### src/rtl/jdqw_pkg.sv
package jdqw_pkg;

  // Field widths of the channels
  localparam int REQ_W     = 2;
  localparam int WIDX_W    = 4;
  localparam int WGT_W     = 31;
  localparam int JAC_W     = 32;
  localparam int MASS_W    = 64;
  localparam int IDX_W     = 12;
  localparam int CFG_IDX_W = 2;
  localparam int CFG_W     = 5;

  // Default grid limit and register reset value
  localparam int          MAX_POINTS_DEF = 16;
  localparam logic [4:0]  POINTS_RESET   = 5'd16;

  // Arithmetic sizes: one shared 33x33 signed multiplier, 192-bit accumulator
  localparam int MUL_W      = 33;
  localparam int PROD_W     = 2 * MUL_W;
  localparam int ACC_W      = 192;
  localparam int FRAC_SHIFT = 106;

  // Queue between front and back end
  localparam int QUEUE_DEPTH = 2;

  typedef enum logic [REQ_W-1:0] {
    REQ_JAC    = 2'd0,
    REQ_LOAD_U = 2'd1,
    REQ_LOAD_V = 2'd2,
    REQ_LOAD_W = 2'd3
  } req_type_t;

  typedef enum logic [CFG_IDX_W-1:0] {
    REG_POINTS_U = 2'd0,
    REG_POINTS_V = 2'd1,
    REG_POINTS_W = 2'd2
  } reg_idx_t;

  // One queued grid point: Jacobian, its three weights and its tags
  typedef struct packed {
    logic [8:0][JAC_W-1:0] jac;
    logic [WGT_W-1:0]      wu;
    logic [WGT_W-1:0]      wv;
    logic [WGT_W-1:0]      ww;
    logic [IDX_W-1:0]      point_index;
    logic                  last_point;
  } job_t;

  typedef struct packed {
    logic full;
    logic empty;
  } q_stat_t;

endpackage

### src/rtl/jdqw_fifo.sv
module jdqw_fifo
  import jdqw_pkg::*;
(
  input  logic    clk,
  input  logic    rst_n,
  input  logic    push,
  input  job_t    push_job,
  input  logic    pop,
  output job_t    pop_job,
  output q_stat_t q_stat
);

  localparam int PTR_W = (QUEUE_DEPTH > 1) ? $clog2(QUEUE_DEPTH) : 1;
  localparam int CNT_W = $clog2(QUEUE_DEPTH + 1);

  job_t             ent_r [QUEUE_DEPTH];
  logic [PTR_W-1:0] wr_ptr_r, rd_ptr_r;
  logic [CNT_W-1:0] cnt_r;

  function automatic logic [PTR_W-1:0] bump(input logic [PTR_W-1:0] p);
    return (32'(p) == QUEUE_DEPTH - 1) ? '0 : p + PTR_W'(1);
  endfunction

  assign pop_job      = ent_r[rd_ptr_r];
  assign q_stat.full  = 32'(cnt_r) == QUEUE_DEPTH;
  assign q_stat.empty = cnt_r == '0;

  // Pointers and fill count
  always_ff @(posedge clk) begin
    if (!rst_n) begin
      wr_ptr_r <= '0;
      rd_ptr_r <= '0;
      cnt_r    <= '0;
    end else begin
      if (push) wr_ptr_r <= bump(wr_ptr_r);
      if (pop)  rd_ptr_r <= bump(rd_ptr_r);
      if (push && !pop) begin
        cnt_r <= cnt_r + CNT_W'(1);
      end else if (pop && !push) begin
        cnt_r <= cnt_r - CNT_W'(1);
      end
    end
  end

  // Entry storage
  always_ff @(posedge clk) begin
    if (push) ent_r[wr_ptr_r] <= push_job;
  end

endmodule

### config.mk
export PLATFORM = sky130hd
export DESIGN_NAME = jdqw_fifo
export DESIGN_NICKNAME = d
export VERILOG_FILES = /design/src/rtl/jdqw_pkg.sv /design/src/rtl/jdqw_fifo.sv
export SDC_FILE = /design/constraint.sdc
export NUM_CORES = 1
export LEC_CHECK = 0
export BUFFER_PORTS_ARGS = -buffer_cell sky130_fd_sc_hd__buf_2
export CAP_MARGIN = 20
export CORE_AREA = 2 2 313 315
export CTS_CLUSTER_SIZE = 30
export DETAILED_ROUTE_END_ITERATION = 10
export DIE_AREA = 0 0 315 317
export PLACE_DENSITY = 0.62
export SETUP_SLACK_MARGIN = 0.2
export SLEW_MARGIN = 25
export SYNTH_ARGS = -nofsm -noshare
export SYNTH_HDL_FRONTEND = slang
export SYNTH_SLANG_ARGS = --single-unit
### constraint.sdc
create_clock -name clk -period 50 [get_ports clk]
set_clock_uncertainty 0.2 [all_clocks]
set_input_delay 5 -clock clk [delete_from_list [all_inputs] [get_ports clk]]
set_output_delay 5 -clock clk [all_outputs]
set_load 0.03 [all_outputs]
* Word level (Yosys, flattened, before mapping) *
Memory sizes are Yosys's and may differ from the RTL's. A register that Yosys moved wholly into a read port is not among the register bits.
Index checks and enable logic that the tools add are counted.

word-level totals
  register bits after elaboration = 4
  bits in writable memories = 788
  input bits = 398
  output and inout bits = 396
  logic and storage cells = 23
  memories = 1

memories
  name   words  width  rd ports  clocked after Yosys merged registers in  wr ports  line             RTL
  ent_r  2      394    1         1                                        1         jdqw_fifo.sv:16  job_t ent_r [QUEUE_DEPTH];

cells by class
  add/subtract/negate cells = 4
  eq/ne operators = 1
  multiplexer cells = 8
  reductions and logical operators = 6

operators by type and width
  kind                   count
  $mux W1                6
  $mux W2                2
  $add A1 B1 Y1 const B  2
  $add A2 B1 Y2 const B  1
  $eq A2 B2 Y1 const B   1
  $logic_and A1 B1 Y1    2
  $logic_not A1 Y1       2
  $logic_not A2 Y1       1
  $reduce_bool A2 Y1     1
  $sub A2 B1 Y2 const B  1

* Logic depth before layout (Yosys ltp) *
Gate-level depths: netlist (run 1).

  depth after elaboration = 4
  mapped depth = 5
  gate-level depth less buffers = 5

* Least setup slack after synthesis (run 1) *
Ideal clock, no wire load.

  kind = input to register
  start = input push
  end = register wr_ptr_r
  library setup time = 139 ps
  arrival time = 23145 ps
  data required time = 49661 ps
  setup slack = 26515 ps
  stages on the path = 2
  path buffers = 0
  path through = nor2b_1 o21a_1

RTL lines
  what                    line             RTL
  start: declaration      jdqw_fifo.sv:6   input logic push,
  end signal: assignment  jdqw_fifo.sv:35  if (push) wr_ptr_r <= bump(wr_ptr_r);
  end: declaration        jdqw_fifo.sv:17  logic [PTR_W-1:0] wr_ptr_r, rd_ptr_r;

==> out/results.txt, run 1 <==
Final min period - 9.18 ns
Sequential fraction of the synthesis area - 78.7%
WHS Endpoint - cnt_r[1]
DRC viols - 0
I/O Buffers - 793
Hold Vio Cnt, Final - 0
Post-CTS Resized - 0
Fmax - 109 MHz
Crit end category - output port
Worst-Skew Late Latency - 0.63 ns
CP required - 44.80 ns
CTS clk-pin slew, worst paths - 0.06 ns
First drt pass iteration count - 4
Via density - 4.30
First-pass GRT wire length - 97.2 mm
Crit path max fanout - 53
Die H - 317 um
Core area - 0.0963 mm2
Crit path DAT - 3.98 ns
Die X - 315 um
CTS Sinks - 793
Library cells used by synthesis - 19
Slew margin rel. - 27.0%
Largest net degree at the start of global routing - 142
Layout cell share with drive strength beyond 1 - 61.2%
Mapped Nets - 1647
Worst Reg-to-Reg Cells - 3
Warnings from Yosys - 0
Io pins - 794
Average size of a mapped cell - 24.2 um2
Synth Instances - 1248
Final #Nets - 2498
PD cells - 42.4 mW/mm2
Fin. max-slew vios - 0
Total CTS buffers - 84
Initial Util - 31.4%
FP Rows - 114
Via count - 14881
Worst hold stages - 2
Hold WS - 0.325 ns
First DRT Iteration DRCs - 876
Synthesis-to-finish area growth - 26.6%
Crit path launch type - register
Final WL - 69.2 mm
Power consumption - 0.00162 W
Clock tree buffer depth - 3
Number of global-route vias before repair - 15742
Setup TNS - 0 ns
#FFs+latches synth - 793
Crit Path Class - reg2out
RSZ-0062 raised after global routing - false
Worst-margin pin slew - 1.09 ns
Register-to-Register Setup Slack - 46.76 ns
CP top delay family - buffers and inverters
Post-CTS Setup Inserts - 0
DP HPWL - 48.1 mm
Global route overflow - 0
Final Wtd Congestion - 0.796
Status - finished, final reports clean
Post-CTS Hold Buffers - 0
Critical hold path startpoint - cnt_r[1]
R2R Path End - ent_r[1][143]
Crit-path cells - buf_4 > buf_4 > mux2_2 > buf_2
Peak VDD IR - 0.0305 mV
CP max stage cell - dfxtp_4
Fill count - 8705
Max Cap Violations - 0
CTS tree - built
Max stage delay on crit path - 0.93 ns
Leak pwr - 14.9 nW
Fin crit share - 18.4%
Die Footprint - 0.0999 mm2
Antenna violations before repair - 35
Worst path bufs/invs - 3
H-tree depth - 3
Root Driver - clkbuf_16
Cell mode on critical path - buf_4
Hold crit path type - reg2reg
GRT Total Usage - 13.1%
Drt wl/cell - 20.0 um
Synthesized area - 0.0302 mm2
Reg-to-Reg Start - wr_ptr_r
Antenna viol nets, final - 0
Setup-failing EPs final - 0
[Yosys cell counts (all sizes together)]
cell	number	area [um2]
ha	1	12.5
o21ai	1	5.00
nor2b	3	18.8
mux2	394	5790
o21a	1	7.51
edfxtp	788	23700
and2	4	25.0
dfxtp	5	100
xor2	2	17.5
inv	1	3.75
a21boi	1	7.51
nor2	1	3.75
buf	44	536
xnor2	1	8.76
or3	1	6.26
[metrics by stage]
| stage | setup slack [ns] | area (um2) | instances | util (%) |
|---|---|---|---|---|
| finish | 40.82 | 38200 | 3457 | 39.7 |
| global route | 40.54 | 38200 | 3448 | 39.7 |
| CTS | 40.66 | 38100 | 3438 | 39.6 |
| detailed placement | 41.39 | 35400 | 3287 | 36.8 |
| global placement | 41.48 | 35400 | 3287 | 36.8 |
| floorplan | 26.52 | 30200 | 1248 | - |
[metal layers]
| layer | share of wire [%] | up-vias | routed length, um | global-route usage [%] |
|---|---|---|---|---|
| met5 | 0.20 | - | 137 | 0 |
| met3 | 11 | 143 | 7490 | 5.67 |
| li1 | - | 6727 | - | - |
| met4 | 3.2 | 22 | 2200 | 5.61 |
| met2 | 50 | 683 | 34400 | 22.3 |
| met1 | 36 | 7306 | 25000 | 14.2 |
[layout by cell type (no fill, tap or decap), drive strengths merged]
cell type,synthesis,final
dfxtp,5,5
and2,4,4
edfxtp,788,788
bufinv,0,10
nor2b,3,3
a21boi,1,1
clkinv,0,40
buf,44,809
nor2,1,1
o21ai,1,1
clkinvlp,0,5
o21a,1,1
ha,1,1
mux2,394,394
xor2,2,2
or3,1,1
xnor2,1,1
clkbuf,0,95
inv,1,2
diode,0,17
[final cells by class]
| class | instances | area [um2] | share of cell area, % |
|---|---|---|---|
| Inverter | 1 | 3.75 | 0.00981 |
| Sequential cell | 793 | 23800 | 62.1 |
| Multi-Input combinational cell | 410 | 5910 | 15.5 |
| Timing Repair Buffer | 809 | 4170 | 10.9 |
| Clock inverter | 56 | 569 | 1.49 |
| Clock buffer | 95 | 2190 | 5.72 |
| Tap cell | 1276 | 1600 | 4.17 |
| Antenna cell | 17 | 42.5 | 0.111 |
[tightest hold or removal path, cell delays in order, from the launching register on]
cell	delay [ns]
dfxtp_1	0.32
o21ai_0	0.07
a21boi_0	0.08
[worst max-delay path by stage]
stage	from	end	slack (ns)	depth (start not counted)
finish	register	pop_job[374]	40.82	4
global route	register	pop_job[374]	40.54	4
detailed placement	register	pop_job[374]	41.39	4
floorplan	push	wr_ptr_r	26.52	2
CTS	register	pop_job[374]	40.66	4
global placement	register	pop_job[378]	41.48	4
[sequential cells by signal, summed over array words and instances, names as in the netlist, named ones only]
name and count:
cnt_r 2, ent_r 788, rd_ptr_r 1, wr_ptr_r 1
[cells by family after synthesis]
family                   share of synthesized area [%]
flip-flops                                        78.7
XOR/XNOR                                        0.0870
multiplexers                                      19.2
adder cells (fa/ha/maj)                         0.0414
AO/OA/AOI/OAI                                   0.0663
buffers and inverters                             1.79
AND/OR/NAND/NOR                                  0.178
[power by group]
part | switching [W] | leakage (nW) | internal, W | total, W
Combinational | 0.000135 | 6.11 | 0.0000879 | 0.000223
Sequential | 0.0000107 | 7.44 | 0.000770 | 0.000781
Clock | 0.000252 | 1.33 | 0.000366 | 0.000618
No activity file was read; power rests on OpenSTA's default activity.
==> run 2: changes to the inputs <==
--- a/config.mk
+++ b/config.mk
@@ -7,11 +7,11 @@
 export LEC_CHECK = 0
 export BUFFER_PORTS_ARGS = -buffer_cell sky130_fd_sc_hd__buf_2
 export CAP_MARGIN = 20
-export CORE_AREA = 2 2 313 315
+export CORE_AREA = 2 2 312 314
 export CTS_CLUSTER_SIZE = 30
 export DETAILED_ROUTE_END_ITERATION = 10
-export DIE_AREA = 0 0 315 317
-export PLACE_DENSITY = 0.62
+export DIE_AREA = 0 0 314 316
+export PLACE_DENSITY = 0.64
 export SETUP_SLACK_MARGIN = 0.2
 export SLEW_MARGIN = 25
 export SYNTH_ARGS = -nofsm -noshare
==> constraint.sdc (replaced) <==
create_clock -name clk -period 8.15 [get_ports clk]
set_clock_uncertainty 0.2 [all_clocks]
set_input_delay 0.815 -clock clk [delete_from_list [all_inputs] [get_ports clk]]
set_output_delay 0.815 -clock clk [all_outputs]
set_load 0.03 [all_outputs]
==> out/results.txt, run 2 (synthesized netlist as in run 1, its figures left out) <==
FP Rows - 114
Die Footprint - 0.0992 mm2
Synthesis-to-finish area growth - 25.7%
CTS Sinks - 793
Root Driver - clkbuf_16
CTS tree - built
Leak pwr - 14.8 nW
Number of global-route vias before repair - 15673
Antenna violations before repair - 33
Worst-Skew Late Latency - 0.63 ns
Area of the multi-input gates - 0.00591 mm2
Post-CTS Hold Buffers - 0
Hold Vio Cnt, Final - 0
Crit end category - output port
I/O Buffers - 793
CP required - 7.13 ns
Most flops, register - ent_r
Die H - 316 um
Pre-CTS WS - 4.47 ns
Post-CTS Resized - 0
Non-filler cells in the finished layout - 3440
Layout cell share with drive strength beyond 1 - 60.9%
Global route overflow - 0
Power consumption - 0.00963 W
GRT Total Usage - 12.9%
CTS clk-pin slew, worst paths - 0.06 ns
Final Wtd Congestion - 0.797
First DRT Iteration DRCs - 951
Die X - 314 um
Initial Util - 31.5%
Peak VDD IR - 0.203 mV
Register area - 0.0238 mm2
Slew margin rel. - 16.6%
Io pins - 794
Setup ws final - 3.82 ns
Regs by FF count - ent_r (788), cnt_r (2)
Core area - 0.0960 mm2
Clock tree buffer depth - 3
DP HPWL - 46.3 mm
Final WL - 67.1 mm
Hold crit path type - in2reg
Max Cap Violations - 0
Final #Nets - 2497
First drt pass iteration count - 4
Status - finished, final reports clean
Drt wl/cell - 19.5 um
Via density - 4.32
Setup TNS - 0 ns
Fin. max-slew vios - 0
Fill count - 8674
Hold WS - 0.160 ns
Setup-failing EPs final - 0
Crit path DAT - 3.31 ns
Crit path max fanout - 98
Crit Path Class - reg2out
Post-CTS Setup Inserts - 0
First-pass GRT wire length - 95.6 mm
Crit path launch type - register
Register-to-Register Setup Slack - 5.24 ns
Max reg flops - 788
Largest net degree at the start of global routing - 160
Most common cell after layout, fill and taps aside - buf_2
Final min period - 4.33 ns
Fmax - 231 MHz
RSZ-0062 raised after global routing - false
Cell total after placement - 3288
PD cells - 254 mW/mm2
Fin crit share - 53.1%
H-tree depth - 3
Antenna viol nets, final - 0
Total CTS buffers - 83
Most frequent cells in the layout - buf_2, edfxtp_1, mux2_4
Worst-margin pin slew - 1.25 ns
DRC viols - 0
Via count - 14864
## run 2: cell count changes in the layout (fill, tap and decap cells not counted), sizes merged
cell	delta
clkinv	-5
inv	-1
bufinv	-7
diode	-8
clkbuf	+9
clkinvlp	-5
## run 2: layer usage
metal	track usage (%)	part of all wire [%]
met1	14.1	36
met2	22.1	50
met3	5.27	10
met4	5.46	3.1
met5	0	0.26
## run 2: where the power goes
group          switching, W  total [W]  internal, W
Sequential        0.0000646    0.00479      0.00473
Combinational      0.000824    0.00136     0.000535
Clock               0.00148    0.00348      0.00200
## run 2: per-stage QoR
| stage | area [um2] | utilization [%] |
|---|---|---|
| 2_1_floorplan | 30200 | - |
| 3_3_place_gp | 35400 | 36.9 |
| 3_5_place_dp | 35400 | 36.9 |
| 4_1_cts | 37900 | 39.5 |
| 5_1_grt | 38000 | 39.6 |
| 6_report | 38000 | 39.6 |
## run 2: final timing paths
path	start	to	cells after the start
worst max register to register	wr_ptr_r	ent_r[0][251]	3
worst min register to register	cnt_r[1]	cnt_r[1]	2
worst max-delay path	register	pop_job[379]	4
worst min-delay path	push_job[371]	ent_r[0][371]	1
## run 2: layout make-up
| cell class | instances | area share [%] |
|---|---|---|
| antenna | 9 | 0.0593 |
| clock buffer | 104 | 5.79 |
| clock inverter | 38 | 0.771 |
| inverter | 1 | 0.00988 |
| multi-input combinational | 410 | 15.6 |
| sequential | 793 | 62.6 |
| tap | 1276 | 4.20 |
| timing repair buffer | 809 | 11.0 |
## run 2: worst max-delay path: stages, from the launching register on
cell,delay [ns]
dfxtp_4,0.93
buf_4,0.40
buf_12,0.46
mux2_2,0.42
buf_2,0.18
==> run 3: changes to the inputs <==
==> constraint.sdc (replaced) <==
create_clock -name clk -period 3.6 [get_ports clk]
set_clock_uncertainty 0.2 [all_clocks]
set_input_delay 0.36 -clock clk [delete_from_list [all_inputs] [get_ports clk]]
set_output_delay 0.36 -clock clk [all_outputs]
set_load 0.03 [all_outputs]
==> out/results.txt, run 3 (synthesized netlist as in run 1, its figures left out) <==
Clock tree buffer depth - 3
Final Wtd Congestion - 0.807
Final WL - 73.2 mm
Leak pwr - 16.7 nW
Drt wl/cell - 19.0 um
Crit path launch type - register
Synthesis-to-finish area growth - 40.5%
Status - finished, final reports clean
Most common cell after layout, fill and taps aside - buf_2
Global route overflow - 0
Fmax - 338 MHz
RSZ-0062 raised after global routing - false
DP HPWL - 47.6 mm
Largest net degree at the start of global routing - 106
Final #Nets - 2906
Io pins - 794
Crit end category - output port
Final min period - 2.95 ns
Most frequent cells in the layout - buf_2, edfxtp_1, dlygate4sd3_1
Initial Util - 31.5%
Max Cap Violations - 0
Antenna viol nets, final - 0
Pre-CTS WS - 1.26 ns
GRT Total Usage - 14.0%
CP required - 3.04 ns
Max reg flops - 788
H-tree depth - 3
Peak VDD IR - 0.389 mV
Number of global-route vias before repair - 17960
Total CTS buffers - 84
Fill count - 8118
Via density - 4.28
Via count - 16538
Regs by FF count - ent_r (788), cnt_r (2)
Worst-margin pin slew - 0.710 ns
CTS clk-pin slew, worst paths - 0.06 ns
Layout cell share with drive strength beyond 1 - 52.3%
Fin util - 44.2%
Root Driver - clkbuf_16
Most flops, register - ent_r
Register area - 0.0238 mm2
Fin. max-slew vios - 0
Fin crit share - 82.1%
Core area - 0.0960 mm2
First-pass GRT wire length - 105 mm
Crit Path Class - reg2out
PD cells - 543 mW/mm2
Die X - 314 um
Post-CTS Setup Inserts - 0
DRC viols - 0
Slew margin rel. - 52.7%
Antenna violations before repair - 12
First drt pass iteration count - 6
Area of the multi-input gates - 0.00591 mm2
CTS tree - built
Dpl cell area - 0.0356 mm2
Crit path max fanout - 41
Crit path DAT - 2.39 ns
Hold WS - 0.241 ns
Final Cell Area - 0.0424 mm2
Hold Vio Cnt, Final - 0
Worst-Skew Late Latency - 0.64 ns
Setup-failing EPs final - 0
CTS Sinks - 793
First DRT Iteration DRCs - 847
Setup ws final - 0.646 ns
FP Rows - 114
I/O Buffers - 793
Non-filler cells in the finished layout - 3862
Die Footprint - 0.0992 mm2
Cell total after placement - 3299
Die H - 316 um
Hold crit path type - in2reg
run 3: final cells by class:
cell class,instances,share of cell area [%]
clock inverter,54,1.33
sequential,793,56.0
multi-input combinational,410,13.9
tap,1276,3.76
timing repair buffer,1217,19.6
inverter,1,0.00885
antenna,10,0.0590
clock buffer,101,5.25
run 3: power by group:
group,switching [W],internal (W)
logic,0.00202,0.00152
registers,0.000128,0.0107
clock network,0.00354,0.00516
total,0.00569,0.0174
run 3: repair_timing:
item	CTS	global route
hold endpoints to repair	795	0
gates resized for setup	0	0
hold buffers	398	0
run 3: worst max-delay path: stages, from the launching register on:
cell,delay (ns)
dfxtp_4,0.49
buf_12,0.32
buf_4,0.38
mux2_4,0.33
buf_2,0.18
run 3: layer usage:
metal  up-vias  GRT usage (%)  share of wire [%]
li1       7541              -                  -
met1      8172           14.8                 36
met2       673           24.8                 52
met3       148           4.93                8.4
met4         4           6.50                3.4
met5         -              0              0.036
run 3: per-stage QoR:
stage	power [W]	setup TNS, ns
after floorplan	0.0133	-1354.82
after global placement	0.0141	0
after detailed placement	0.0142	0
after CTS	0.0233	0
after global routing	0.0239	0
final	0.0231	0
run 3: path summary, 6_finish.rpt:
path | startpoint | end | slack (ns) | cells after the start
worst max-delay path | register | pop_job[240] | 0.65 | 4
worst min-delay path | push_job[287] | ent_r[1][287] | 0.24 | 2
worst max register to register | wr_ptr_r | ent_r[0][122] | 1.60 | 2
worst min register to register | rd_ptr_r | register | 0.37 | 2
