File: src/rtl/jdqw_pkg.sv
package jdqw_pkg;

  // Field widths of the channels
  localparam int REQ_W     = 2;
  localparam int WIDX_W    = 4;
  localparam int WGT_W     = 31;
  localparam int JAC_W     = 32;
  localparam int MASS_W    = 64;
  localparam int IDX_W     = 12;
  localparam int CFG_IDX_W = 2;
  localparam int CFG_W     = 5;

  // Default grid limit and register reset value
  localparam int          MAX_POINTS_DEF = 16;
  localparam logic [4:0]  POINTS_RESET   = 5'd16;

  // Arithmetic sizes: one shared 33x33 signed multiplier, 192-bit accumulator
  localparam int MUL_W      = 33;
  localparam int PROD_W     = 2 * MUL_W;
  localparam int ACC_W      = 192;
  localparam int FRAC_SHIFT = 106;

  // Queue between front and back end
  localparam int QUEUE_DEPTH = 2;

  typedef enum logic [REQ_W-1:0] {
    REQ_JAC    = 2'd0,
    REQ_LOAD_U = 2'd1,
    REQ_LOAD_V = 2'd2,
    REQ_LOAD_W = 2'd3
  } req_type_t;

  typedef enum logic [CFG_IDX_W-1:0] {
    REG_POINTS_U = 2'd0,
    REG_POINTS_V = 2'd1,
    REG_POINTS_W = 2'd2
  } reg_idx_t;

  // One queued grid point: Jacobian, its three weights and its tags
  typedef struct packed {
    logic [8:0][JAC_W-1:0] jac;
    logic [WGT_W-1:0]      wu;
    logic [WGT_W-1:0]      wv;
    logic [WGT_W-1:0]      ww;
    logic [IDX_W-1:0]      point_index;
    logic                  last_point;
  } job_t;

  typedef struct packed {
    logic full;
    logic empty;
  } q_stat_t;

endpackage

File: src/rtl/jdqw_if.sv
interface jdqw_in_if;
  logic                     valid;
  logic                     ready;
  logic [1:0]               req_type;
  logic [3:0]               weight_index;
  logic [30:0]              weight_value;
  logic signed [31:0]       jac_00;
  logic signed [31:0]       jac_01;
  logic signed [31:0]       jac_02;
  logic signed [31:0]       jac_10;
  logic signed [31:0]       jac_11;
  logic signed [31:0]       jac_12;
  logic signed [31:0]       jac_20;
  logic signed [31:0]       jac_21;
  logic signed [31:0]       jac_22;

  modport source (
    output valid, req_type, weight_index, weight_value,
    output jac_00, jac_01, jac_02, jac_10, jac_11, jac_12, jac_20, jac_21, jac_22,
    input  ready
  );
  modport sink (
    input  valid, req_type, weight_index, weight_value,
    input  jac_00, jac_01, jac_02, jac_10, jac_11, jac_12, jac_20, jac_21, jac_22,
    output ready
  );
endinterface


interface jdqw_cfg_if;
  logic       valid;
  logic       ready;
  logic [1:0] index;
  logic [4:0] data;

  modport source (output valid, index, data, input ready);
  modport sink   (input valid, index, data, output ready);
endinterface

File: src/rtl/jdqw_front.sv
module jdqw_front
  import jdqw_pkg::*;
#(
  parameter int MAX_POINTS_PER_DIR = MAX_POINTS_DEF
) (
  input  logic         clk,
  input  logic         rst_n,
  jdqw_in_if.sink      in_ch,
  jdqw_cfg_if.sink     cfg_ch,
  input  q_stat_t      q_stat,
  output logic         push,
  output job_t         push_job
);

  localparam int PW = (MAX_POINTS_PER_DIR > 1) ? $clog2(MAX_POINTS_PER_DIR) : 1;
  localparam int CW = $clog2(MAX_POINTS_PER_DIR + 1);

  logic [CFG_W-1:0] pts_u_r, pts_v_r, pts_w_r;
  logic [PW-1:0]    pos_u_r, pos_v_r, pos_w_r;
  logic [CW-1:0]    nu, nv, nw;
  logic             last_u, last_v, last_w;
  logic [IDX_W-1:0] t_vw, t_v, t_uv, lin_idx;
  logic             in_xfer, is_jac, cfg_xfer, cfg_hit, widx_ok;
  logic [PW-1:0]    widx;
  logic             stg_vld_r;
  job_t             stg_job_r;

  // Weight tables, undefined until loaded
  logic [WGT_W-1:0] tbl_u_r [MAX_POINTS_PER_DIR];
  logic [WGT_W-1:0] tbl_v_r [MAX_POINTS_PER_DIR];
  logic [WGT_W-1:0] tbl_w_r [MAX_POINTS_PER_DIR];

  // Register value 0 counts as 1, values above the limit clamp to it
  function automatic logic [CW-1:0] eff(input logic [CFG_W-1:0] n);
    if (n == '0) begin
      return CW'(1);
    end else if (32'(n) > MAX_POINTS_PER_DIR) begin
      return CW'(MAX_POINTS_PER_DIR);
    end else begin
      return CW'(n);
    end
  endfunction

  assign nu = eff(pts_u_r);
  assign nv = eff(pts_v_r);
  assign nw = eff(pts_w_r);

  assign last_u = (32'(pos_u_r) + 32'd1) == 32'(nu);
  assign last_v = (32'(pos_v_r) + 32'd1) == 32'(nv);
  assign last_w = (32'(pos_w_r) + 32'd1) == 32'(nw);

  // Linear index u + nu*(v + nv*w), kept modulo 4096
  assign t_vw    = IDX_W'(nv) * IDX_W'(pos_w_r);
  assign t_v     = t_vw + IDX_W'(pos_v_r);
  assign t_uv    = IDX_W'(nu) * t_v;
  assign lin_idx = t_uv + IDX_W'(pos_u_r);

  // Handshakes and classification
  assign in_ch.ready  = !stg_vld_r || !q_stat.full;
  assign cfg_ch.ready = 1'b1;
  assign in_xfer      = in_ch.valid && in_ch.ready;
  assign is_jac       = req_type_t'(in_ch.req_type) == REQ_JAC;
  assign cfg_xfer     = cfg_ch.valid && cfg_ch.ready;
  assign cfg_hit      = cfg_xfer && (cfg_ch.index == REG_POINTS_U ||
                                     cfg_ch.index == REG_POINTS_V ||
                                     cfg_ch.index == REG_POINTS_W);
  assign widx_ok      = 32'(in_ch.weight_index) < MAX_POINTS_PER_DIR;
  assign widx         = PW'(in_ch.weight_index);

  assign push     = stg_vld_r && !q_stat.full;
  assign push_job = stg_job_r;

  // Control: grid size, grid position, stage valid
  always_ff @(posedge clk) begin
    if (!rst_n) begin
      pts_u_r   <= POINTS_RESET;
      pts_v_r   <= POINTS_RESET;
      pts_w_r   <= POINTS_RESET;
      pos_u_r   <= '0;
      pos_v_r   <= '0;
      pos_w_r   <= '0;
      stg_vld_r <= 1'b0;
    end else begin
      if (cfg_xfer) begin
        unique case (cfg_ch.index)
          REG_POINTS_U: pts_u_r <= cfg_ch.data;
          REG_POINTS_V: pts_v_r <= cfg_ch.data;
          REG_POINTS_W: pts_w_r <= cfg_ch.data;
          default: ;
        endcase
      end
      if (cfg_hit) begin
        pos_u_r <= '0;
        pos_v_r <= '0;
        pos_w_r <= '0;
      end else if (in_xfer && is_jac) begin
        if (last_u) begin
          pos_u_r <= '0;
          if (last_v) begin
            pos_v_r <= '0;
            pos_w_r <= last_w ? '0 : pos_w_r + PW'(1);
          end else begin
            pos_v_r <= pos_v_r + PW'(1);
          end
        end else begin
          pos_u_r <= pos_u_r + PW'(1);
        end
      end
      if (in_xfer && is_jac) begin
        stg_vld_r <= 1'b1;
      end else if (push) begin
        stg_vld_r <= 1'b0;
      end
    end
  end

  // Payload: table writes and the stage register with registered table reads
  always_ff @(posedge clk) begin
    if (in_xfer) begin
      unique case (req_type_t'(in_ch.req_type))
        REQ_JAC: begin
          stg_job_r.jac <= {in_ch.jac_22, in_ch.jac_21, in_ch.jac_20,
                            in_ch.jac_12, in_ch.jac_11, in_ch.jac_10,
                            in_ch.jac_02, in_ch.jac_01, in_ch.jac_00};
          stg_job_r.wu          <= tbl_u_r[pos_u_r];
          stg_job_r.wv          <= tbl_v_r[pos_v_r];
          stg_job_r.ww          <= tbl_w_r[pos_w_r];
          stg_job_r.point_index <= lin_idx;
          stg_job_r.last_point  <= last_u && last_v && last_w;
        end
        REQ_LOAD_U: if (widx_ok) tbl_u_r[widx] <= in_ch.weight_value;
        REQ_LOAD_V: if (widx_ok) tbl_v_r[widx] <= in_ch.weight_value;
        REQ_LOAD_W: if (widx_ok) tbl_w_r[widx] <= in_ch.weight_value;
      endcase
    end
  end

endmodule

File: src/flat_wrapper.sv
// flat-port wrapper written by rule: the top's interface ports become plain ports
module jdqw_front_flat import jdqw_pkg::*;
#(
  parameter int MAX_POINTS_PER_DIR = MAX_POINTS_DEF
)
  (clk, rst_n, q_stat, push, push_job, in_ch_valid, in_ch_req_type, in_ch_weight_index, in_ch_weight_value, in_ch_jac_00, in_ch_jac_01, in_ch_jac_02, in_ch_jac_10, in_ch_jac_11, in_ch_jac_12, in_ch_jac_20, in_ch_jac_21, in_ch_jac_22, in_ch_ready, cfg_ch_valid, cfg_ch_index, cfg_ch_data, cfg_ch_ready);
  jdqw_in_if in_ch_i ();
  jdqw_cfg_if cfg_ch_i ();
  input  logic clk;
  input  logic rst_n;
  input  q_stat_t q_stat;
  output logic push;
  output job_t push_job;
  input wire logic [$bits(in_ch_i.valid)-1:0] in_ch_valid;
  input wire logic [$bits(in_ch_i.req_type)-1:0] in_ch_req_type;
  input wire logic [$bits(in_ch_i.weight_index)-1:0] in_ch_weight_index;
  input wire logic [$bits(in_ch_i.weight_value)-1:0] in_ch_weight_value;
  input wire logic [$bits(in_ch_i.jac_00)-1:0] in_ch_jac_00;
  input wire logic [$bits(in_ch_i.jac_01)-1:0] in_ch_jac_01;
  input wire logic [$bits(in_ch_i.jac_02)-1:0] in_ch_jac_02;
  input wire logic [$bits(in_ch_i.jac_10)-1:0] in_ch_jac_10;
  input wire logic [$bits(in_ch_i.jac_11)-1:0] in_ch_jac_11;
  input wire logic [$bits(in_ch_i.jac_12)-1:0] in_ch_jac_12;
  input wire logic [$bits(in_ch_i.jac_20)-1:0] in_ch_jac_20;
  input wire logic [$bits(in_ch_i.jac_21)-1:0] in_ch_jac_21;
  input wire logic [$bits(in_ch_i.jac_22)-1:0] in_ch_jac_22;
  output wire logic [$bits(in_ch_i.ready)-1:0] in_ch_ready;
  input wire logic [$bits(cfg_ch_i.valid)-1:0] cfg_ch_valid;
  input wire logic [$bits(cfg_ch_i.index)-1:0] cfg_ch_index;
  input wire logic [$bits(cfg_ch_i.data)-1:0] cfg_ch_data;
  output wire logic [$bits(cfg_ch_i.ready)-1:0] cfg_ch_ready;
  assign in_ch_i.valid = in_ch_valid;
  assign in_ch_i.req_type = in_ch_req_type;
  assign in_ch_i.weight_index = in_ch_weight_index;
  assign in_ch_i.weight_value = in_ch_weight_value;
  assign in_ch_i.jac_00 = in_ch_jac_00;
  assign in_ch_i.jac_01 = in_ch_jac_01;
  assign in_ch_i.jac_02 = in_ch_jac_02;
  assign in_ch_i.jac_10 = in_ch_jac_10;
  assign in_ch_i.jac_11 = in_ch_jac_11;
  assign in_ch_i.jac_12 = in_ch_jac_12;
  assign in_ch_i.jac_20 = in_ch_jac_20;
  assign in_ch_i.jac_21 = in_ch_jac_21;
  assign in_ch_i.jac_22 = in_ch_jac_22;
  assign in_ch_ready = in_ch_i.ready;
  assign cfg_ch_i.valid = cfg_ch_valid;
  assign cfg_ch_i.index = cfg_ch_index;
  assign cfg_ch_i.data = cfg_ch_data;
  assign cfg_ch_ready = cfg_ch_i.ready;
  jdqw_front #(.MAX_POINTS_PER_DIR(MAX_POINTS_PER_DIR)) u_core (.clk(clk), .rst_n(rst_n), .in_ch(in_ch_i), .cfg_ch(cfg_ch_i), .q_stat(q_stat), .push(push), .push_job(push_job));
endmodule
File: config.mk
export PLATFORM = sky130hd
export DESIGN_NAME = jdqw_front_flat
export DESIGN_NICKNAME = d
export VERILOG_FILES = /design/src/rtl/jdqw_pkg.sv /design/src/rtl/jdqw_if.sv /design/src/rtl/jdqw_front.sv /design/src/flat_wrapper.sv
export SDC_FILE = /design/constraint.sdc
export NUM_CORES = 2
export LEC_CHECK = 0
export ABC_AREA = 1
export BUFFER_PORTS_ARGS = -buffer_cell sky130_fd_sc_hd__buf_2
export CAP_MARGIN = 5
export CORE_UTILIZATION = 53
export CTS_CLUSTER_SIZE = 10
export DETAILED_ROUTE_END_ITERATION = 8
export HOLD_SLACK_MARGIN = 0.05
export PLACE_DENSITY_LB_ADDON = 0.08
export SETUP_SLACK_MARGIN = 0.5
export SYNTH_ARGS = -nofsm -noshare
export SYNTH_HDL_FRONTEND = slang
export SYNTH_SLANG_ARGS = --single-unit
File: constraint.sdc
create_clock -name clk -period 18.4 [get_ports clk]
set_clock_uncertainty 0.15 [all_clocks]
set_input_delay 0.92 -clock clk [delete_from_list [all_inputs] [get_ports clk]]
set_output_delay 0.92 -clock clk [all_outputs]
set_load 0.1 [all_outputs]
# After elaboration in Yosys (flattened, before gate mapping)
# Memory sizes are Yosys's and may differ from the RTL's. A register that Yosys moved wholly into a read port is not among the register bits.
# Index checks and enable logic that the tools add are counted.
totals:
  ff_bits: 329
  mem_bits_rw: 1488
  inputBits: 338
  output_inout_bits: 397
  wordCells: 87
  memories: 3
mem_list:
  columns: ["name", "depth", "word_bits", "read_ports", "rd_ports_with_merged_regs", "wr", "line", "source"]
  rows:
  - ["u_core.tbl_u_r", 16, 31, 1, 1, 1, "jdqw_front.sv:29", "logic [WGT_W-1:0] tbl_u_r [MAX_POINTS_PER_DIR];"]
  - ["u_core.tbl_v_r", 16, 31, 1, 1, 1, "jdqw_front.sv:30", "logic [WGT_W-1:0] tbl_v_r [MAX_POINTS_PER_DIR];"]
  - ["u_core.tbl_w_r", 16, 31, 1, 1, 1, "jdqw_front.sv:31", "logic [WGT_W-1:0] tbl_w_r [MAX_POINTS_PER_DIR];"]
op_classes:
  addsub: 8
  n_mul: 2
  order_cmp: 3
  n_eq_ne: 8
  muxes: 20
  bitwise: 1
  reduce_logical: 24
ops:
  columns: ["operator", "count"]
  rows:
  - ["32-bit by 5-bit == test with 1-bit output", 3]
  - ["5-bit 2-to-1 mux", 6]
  - ["4-bit by 1-bit adder with 5-bit output, second input constant", 3]
  - ["5-bit > comparator, second input constant", 3]
  - ["5-bit zero test", 3]
  - ["12-bit by 4-bit adder with 12-bit output", 1]
  - ["4-bit by 1-bit adder with 4-bit output, second input constant", 3]
  - ["5-bit by 12-bit multiplier with 12-bit output", 1]
  - ["4-bit 2-to-1 mux", 3]
  - ["1-bit 2-to-1 mux", 11]
  - ["9-bit by 4-bit adder with 10-bit output", 1]
  - ["2-bit AND reduction", 5]
  - ["5-bit by 4-bit multiplier with 9-bit output", 1]
  - ["2-bit == test, second input constant", 3]
  - ["1-bit logical AND", 6]
  - ["2-bit by 1-bit == test with 1-bit output, second input constant", 2]
  - ["2-bit zero test", 2]
  - ["1-bit logical OR", 3]
  - ["3-bit AND reduction", 1]
  - ["1-bit zero test", 2]
  - ["2-bit nonzero test", 1]
  - ["2-bit OR reduction", 1]
  - ["1-bit NOT", 1]

# Logic depth before layout (Yosys ltp)
logic_depth:
  word_depth: 7
  depth_mapped: 33
  ltp_nobuf: 32

# Least setup slack after synthesis
# Ideal clock, no wire load.
synth_path:
  path_kind: "input to register"
  from: "input port q_stat[1] in the netlist's numbering"
  to: "register u_core.pos_w_r[1]"
  setup_ps: 59
  arrival_time_ps: 18902
  required_time_ps: 18191
  setup_slack_ps: -712
  cell_stages: 7
  path_buffers: 0
  path_cell_list: "nand2_2 -> nand2_1 -> nor3_2 -> nand4_2 -> nor2_2 -> nand3b_1 -> nand2_1"
synth_between:
  elab_chain_cells: 5
synth_lines:
  columns: ["element", "line", "source"]
  rows:
  - ["start, declared", "flat_wrapper.sv:11", "input q_stat_t q_stat;"]
  - ["1-bit zero test", "jdqw_front.sv:59", "assign in_ch.ready = !stg_vld_r || !q_stat.full;"]
  - ["1-bit logical OR", "jdqw_front.sv:59", null]
  - ["1-bit logical AND", "jdqw_front.sv:61", "assign in_xfer = in_ch.valid && in_ch.ready;"]
  - ["1-bit logical AND", "jdqw_front.sv:96", "end else if (in_xfer && is_jac) begin"]
  - ["3-bit AND reduction (no line)", null, null]
  - ["end signal, assigned", "jdqw_front.sv:101", "pos_w_r <= last_w ? '0 : pos_w_r + PW'(1);"]
  - ["end, declared", "jdqw_front.sv:19", "logic [PW-1:0] pos_u_r, pos_v_r, pos_w_r;"]
# No other way between the ends.
# A chain may end at the register's enable or synchronous reset.

# Final worst setup path
layout_path:
  from: "register u_core.pos_w_r[1]"
  to: "register u_core.stg_job_r, in the netlist u_core.push_job[12], data pin"
layout_between:
  elab_chain_cells: 4
layout_lines:
  columns: ["element", "line", "source"]
  rows:
  - ["5-bit by 4-bit multiplier with 9-bit output", "jdqw_front.sv:53", "assign t_vw = IDX_W'(nv) * IDX_W'(pos_w_r);"]
  - ["9-bit by 4-bit adder with 10-bit output", "jdqw_front.sv:54", "assign t_v = t_vw + IDX_W'(pos_v_r);"]
  - ["5-bit by 12-bit multiplier with 12-bit output", "jdqw_front.sv:55", "assign t_uv = IDX_W'(nu) * t_v;"]
  - ["12-bit by 4-bit adder with 12-bit output", "jdqw_front.sv:56", "assign lin_idx = t_uv + IDX_W'(pos_u_r);"]
  - ["via u_core.lin_idx[11]", "jdqw_front.sv:22", "logic [IDX_W-1:0] t_vw, t_v, t_uv, lin_idx;"]
  - ["end, declared", "jdqw_front.sv:26", "job_t stg_job_r;"]
# The timed path passes the listed nets, and every way through them passes these cells.

==> flow_summary.ini <==
[pwr]
power_leakage_nw = 28.5
power.density_nw_per_um2 = 105
p_seq_share_pct = 54.5
clockPowerShare_pct = 41.1
vdd_drop_max_mv = 0.0962
p_switching_mw = 1.95
switching_share_pct = 21.8
p_int_mw = 6.97
p_comb_share_pct = 4.5

[route]
postRouteWirelength_um = 223000
vias = 44800
drt_first_iter_violations = 4881
drc_errors = 3
post_drt_via_cell_ratio = 6.05
first_pass_iters = 8
ant_nets = 0
post_drt_wl_per_cell_um = 30.2

[die]
dieArea_um2 = 140000
rows = 136
die_w_um = 374
ios = 735
start_util_pct = 53.4
die_y_um = 374
core-area_um2 = 137000

[global_route]
grt_pass1_vias = 41000
grt_max_degree = 173
grt_use_total_pct = 31.6
grt_pass1_wl_um = 310000
grt_overflow = 0
antenna_found_initial = 73

[synth]
synth_top_cells_by_area = edfxtp_1 (77%), nor2_1 (3.7%), o21ai_0 (3.6%)
yosysWarningCount = 0
synth_cells = 4794
syn_area_um2 = 73300
synth_top_cell_area_share_pct = 77.1
synth_edf_count = 1882
synth.distinct_cells = 46
async_reset_ff_share_pct = 0
avgSynthCellArea_um2 = 15.3
ys_seq_area_share_pct = 77.9
synth_top_cell_by_area = edfxtp_1
ys.flop_type = edfxtp_1
synth_nets = 5212
ys_seq_elements = 1910

[clocking]
post_cts_buffers = 0
clk_pin_slew_ns = 0.06
htree_levels = 4
cts_root_buffer = clkbuf_16
cts_tree = built
clock-sinks = 1910
cts_buffers = 212
holdBufCountCts = 0
insertion_delay_ns = 0.83
cts_resized = 0
clockBufferDepth = 3

[sta]
max_freq_mhz = 136
rsz0062_at_grt = no
fin_ws_ns = 11.04
setup_viol = 0
finalCritPeriodShare_pct = 40.0
worstMarginPinSlew_ns = 1.30
period_needed_ns = 7.36
finalMaxSlewViolations = 0
relSlewSlack_pct = 13.5
hold_viol_final = 0
setup_tns_ns = 0

[worst_hold_path]
hp-class = in -> reg

[critical_path]
path_class = reg -> reg
end_kind = flip-flop
setup.worst_path.start_class = flip-flop
worstPathArrival_ns = 7.77
critPathRequiredTime_ns = 18.82
slowest_stage = dfxtp_4
cp_max_fo = 53
slowest_delay_ns = 0.79
r2r_setup_slack_ns = 11.04

[layout]
fin_nets = 5949
final_common_cell = edfxtp_1
seq_area_um2 = 57100
syn_to_final_growth_pct = 15.7
drive_above_1_share_pct = 20.4
multiInputGateArea_um2 = 14900
utilization_pct = 61.8
layout_common_cells = edfxtp_1 (1882), buf_2 (732), nor2_1 (683)
num-fill-cells = 10200

[place]
globalplace.congestion = 1.07
io_buffers = 732
dp_slack_ns = 11.04
dpl.hpwl_um = 132000

[job]
drv_cap = 0

[outcome]
violations = design-rule violations
outcome = finished, violations left
[stage by stage]
stage	hold WS, ns	area, um2	std cells	total power, mW
final	0.114	84800	7398	8.92
after global routing	0.0775	84800	7377	9.15
after CTS	0.0540	84700	7371	8.97
after detailed placement	0.305	79000	7111	5.34
after global placement	0.296	79000	7111	5.33
after floorplan	0.279	73300	4794	5.17
[path summary, 6_finish.rpt]
check / startpoint / end / cells past startpoint
max: u_core.pos_w_r[1] / u_core.push_job[12] / 27
min: in_ch_jac_12[7] / u_core.push_job[273] / 1
max reg2reg: u_core.pos_w_r[1] / u_core.push_job[12] / 27
min reg2reg: u_core.pts_w_r[0] / u_core.pts_w_r[0] / 2
[layer usage]
| metal | wire (um) | GRT usage [%] | vias up |
|---|---|---|---|
| met2 | 103000 | 47.5 | 2162 |
| met5 | 221 | 0.720 | - |
| met3 | 19500 | 7.76 | 438 |
| li1 | - | - | 19700 |
| met4 | 11000 | 15.1 | 34 |
| met1 | 90000 | 43.4 | 22500 |
[area by class of cell]
cell class	count	share of cell area, %
inverters	115	0.525
flip-flops and latches	1910	67.3
clock buffers	242	6.48
well taps	1794	2.65
repair buffers	814	5.08
diodes	27	0.0797
clock inverters	18	0.313
multi-input cells	2478	17.5
[registers in the layout, indices dropped and copies added, names as in the netlist]
name	count
u_core.pts_u_r	5
u_core.pos_u_r	4
u_core.stg_vld_r	1
u_core.tbl_w_r	496
u_core.tbl_u_r	496
u_core.tbl_v_r	496
u_core.pts_w_r	5
u_core.pos_v_r	4
u_core.push_job	394
u_core.pts_v_r	5
u_core.pos_w_r	4
[Yosys cell counts (2+ instances only)]
| cell type | count |
|---|---|
| buf_2 | 55 |
| o22ai_1 | 86 |
| nor2_1 | 732 |
| fa_1 | 35 |
| a21oi_1 | 21 |
| nand2_1 | 266 |
| nand4_1 | 3 |
| ha_1 | 45 |
| nand3_2 | 2 |
| nor3_1 | 14 |
| clkinv_1 | 5 |
| nor2_2 | 3 |
| xor2_1 | 17 |
| or2_2 | 4 |
| inv_2 | 6 |
| edfxtp_1 | 1882 |
| xnor2_1 | 3 |
| buf_4 | 27 |
| o21ai_0 | 528 |
| mux2i_1 | 200 |
| buf_1 | 5 |
| o211ai_1 | 56 |
| dfxtp_1 | 28 |
| nand3_1 | 159 |
| buf_6 | 3 |
| o32ai_1 | 38 |
| o221ai_1 | 248 |
| nand2_2 | 4 |
| nand3b_1 | 2 |
| inv_1 | 102 |
| clkbuf_1 | 199 |
| inv_4 | 2 |
[cell families (layout without fill, tap and decap cells)]
group / count (synthesis) / in the layout / share of synthesized area, %
and+or+nand+nor: 1193 / 1193 / 6.51
buffers and inverters: 406 / 1189 / 2.36
DFF: 1910 / 1910 / 77.9
adders and majority gates: 80 / 80 / 1.72
other: 1 / 28 / 0.00512
xor gates and xnor gates: 22 / 22 / 0.283
AOI/OAI and AO/OA: 982 / 982 / 8.53
muxes: 200 / 200 / 2.73
[worst max-delay path: cells and delay by family, from the launching register on]
kind | cells | cell delay, ns
xor+xnor | 1 | 0.37
flops | 1 | 0.79
fa+ha+maj | 8 | 3.21
buf+inv | 6 | 1.03
simple gates | 12 | 1.57
[power groups by stage]
| stage | combinational [mW] | sequential, mW | clock (mW) |
|---|---|---|---|
| after global routing | 0.414 | 4.85 | 3.88 |
| after global placement | 0.394 | 4.94 | 0 |
| after floorplan | 0.0682 | 5.10 | 0 |
| after CTS | 0.399 | 4.85 | 3.72 |
| final | 0.399 | 4.85 | 3.66 |
| after detailed placement | 0.397 | 4.94 | 0 |
Power figures use the tool's default switching activity.
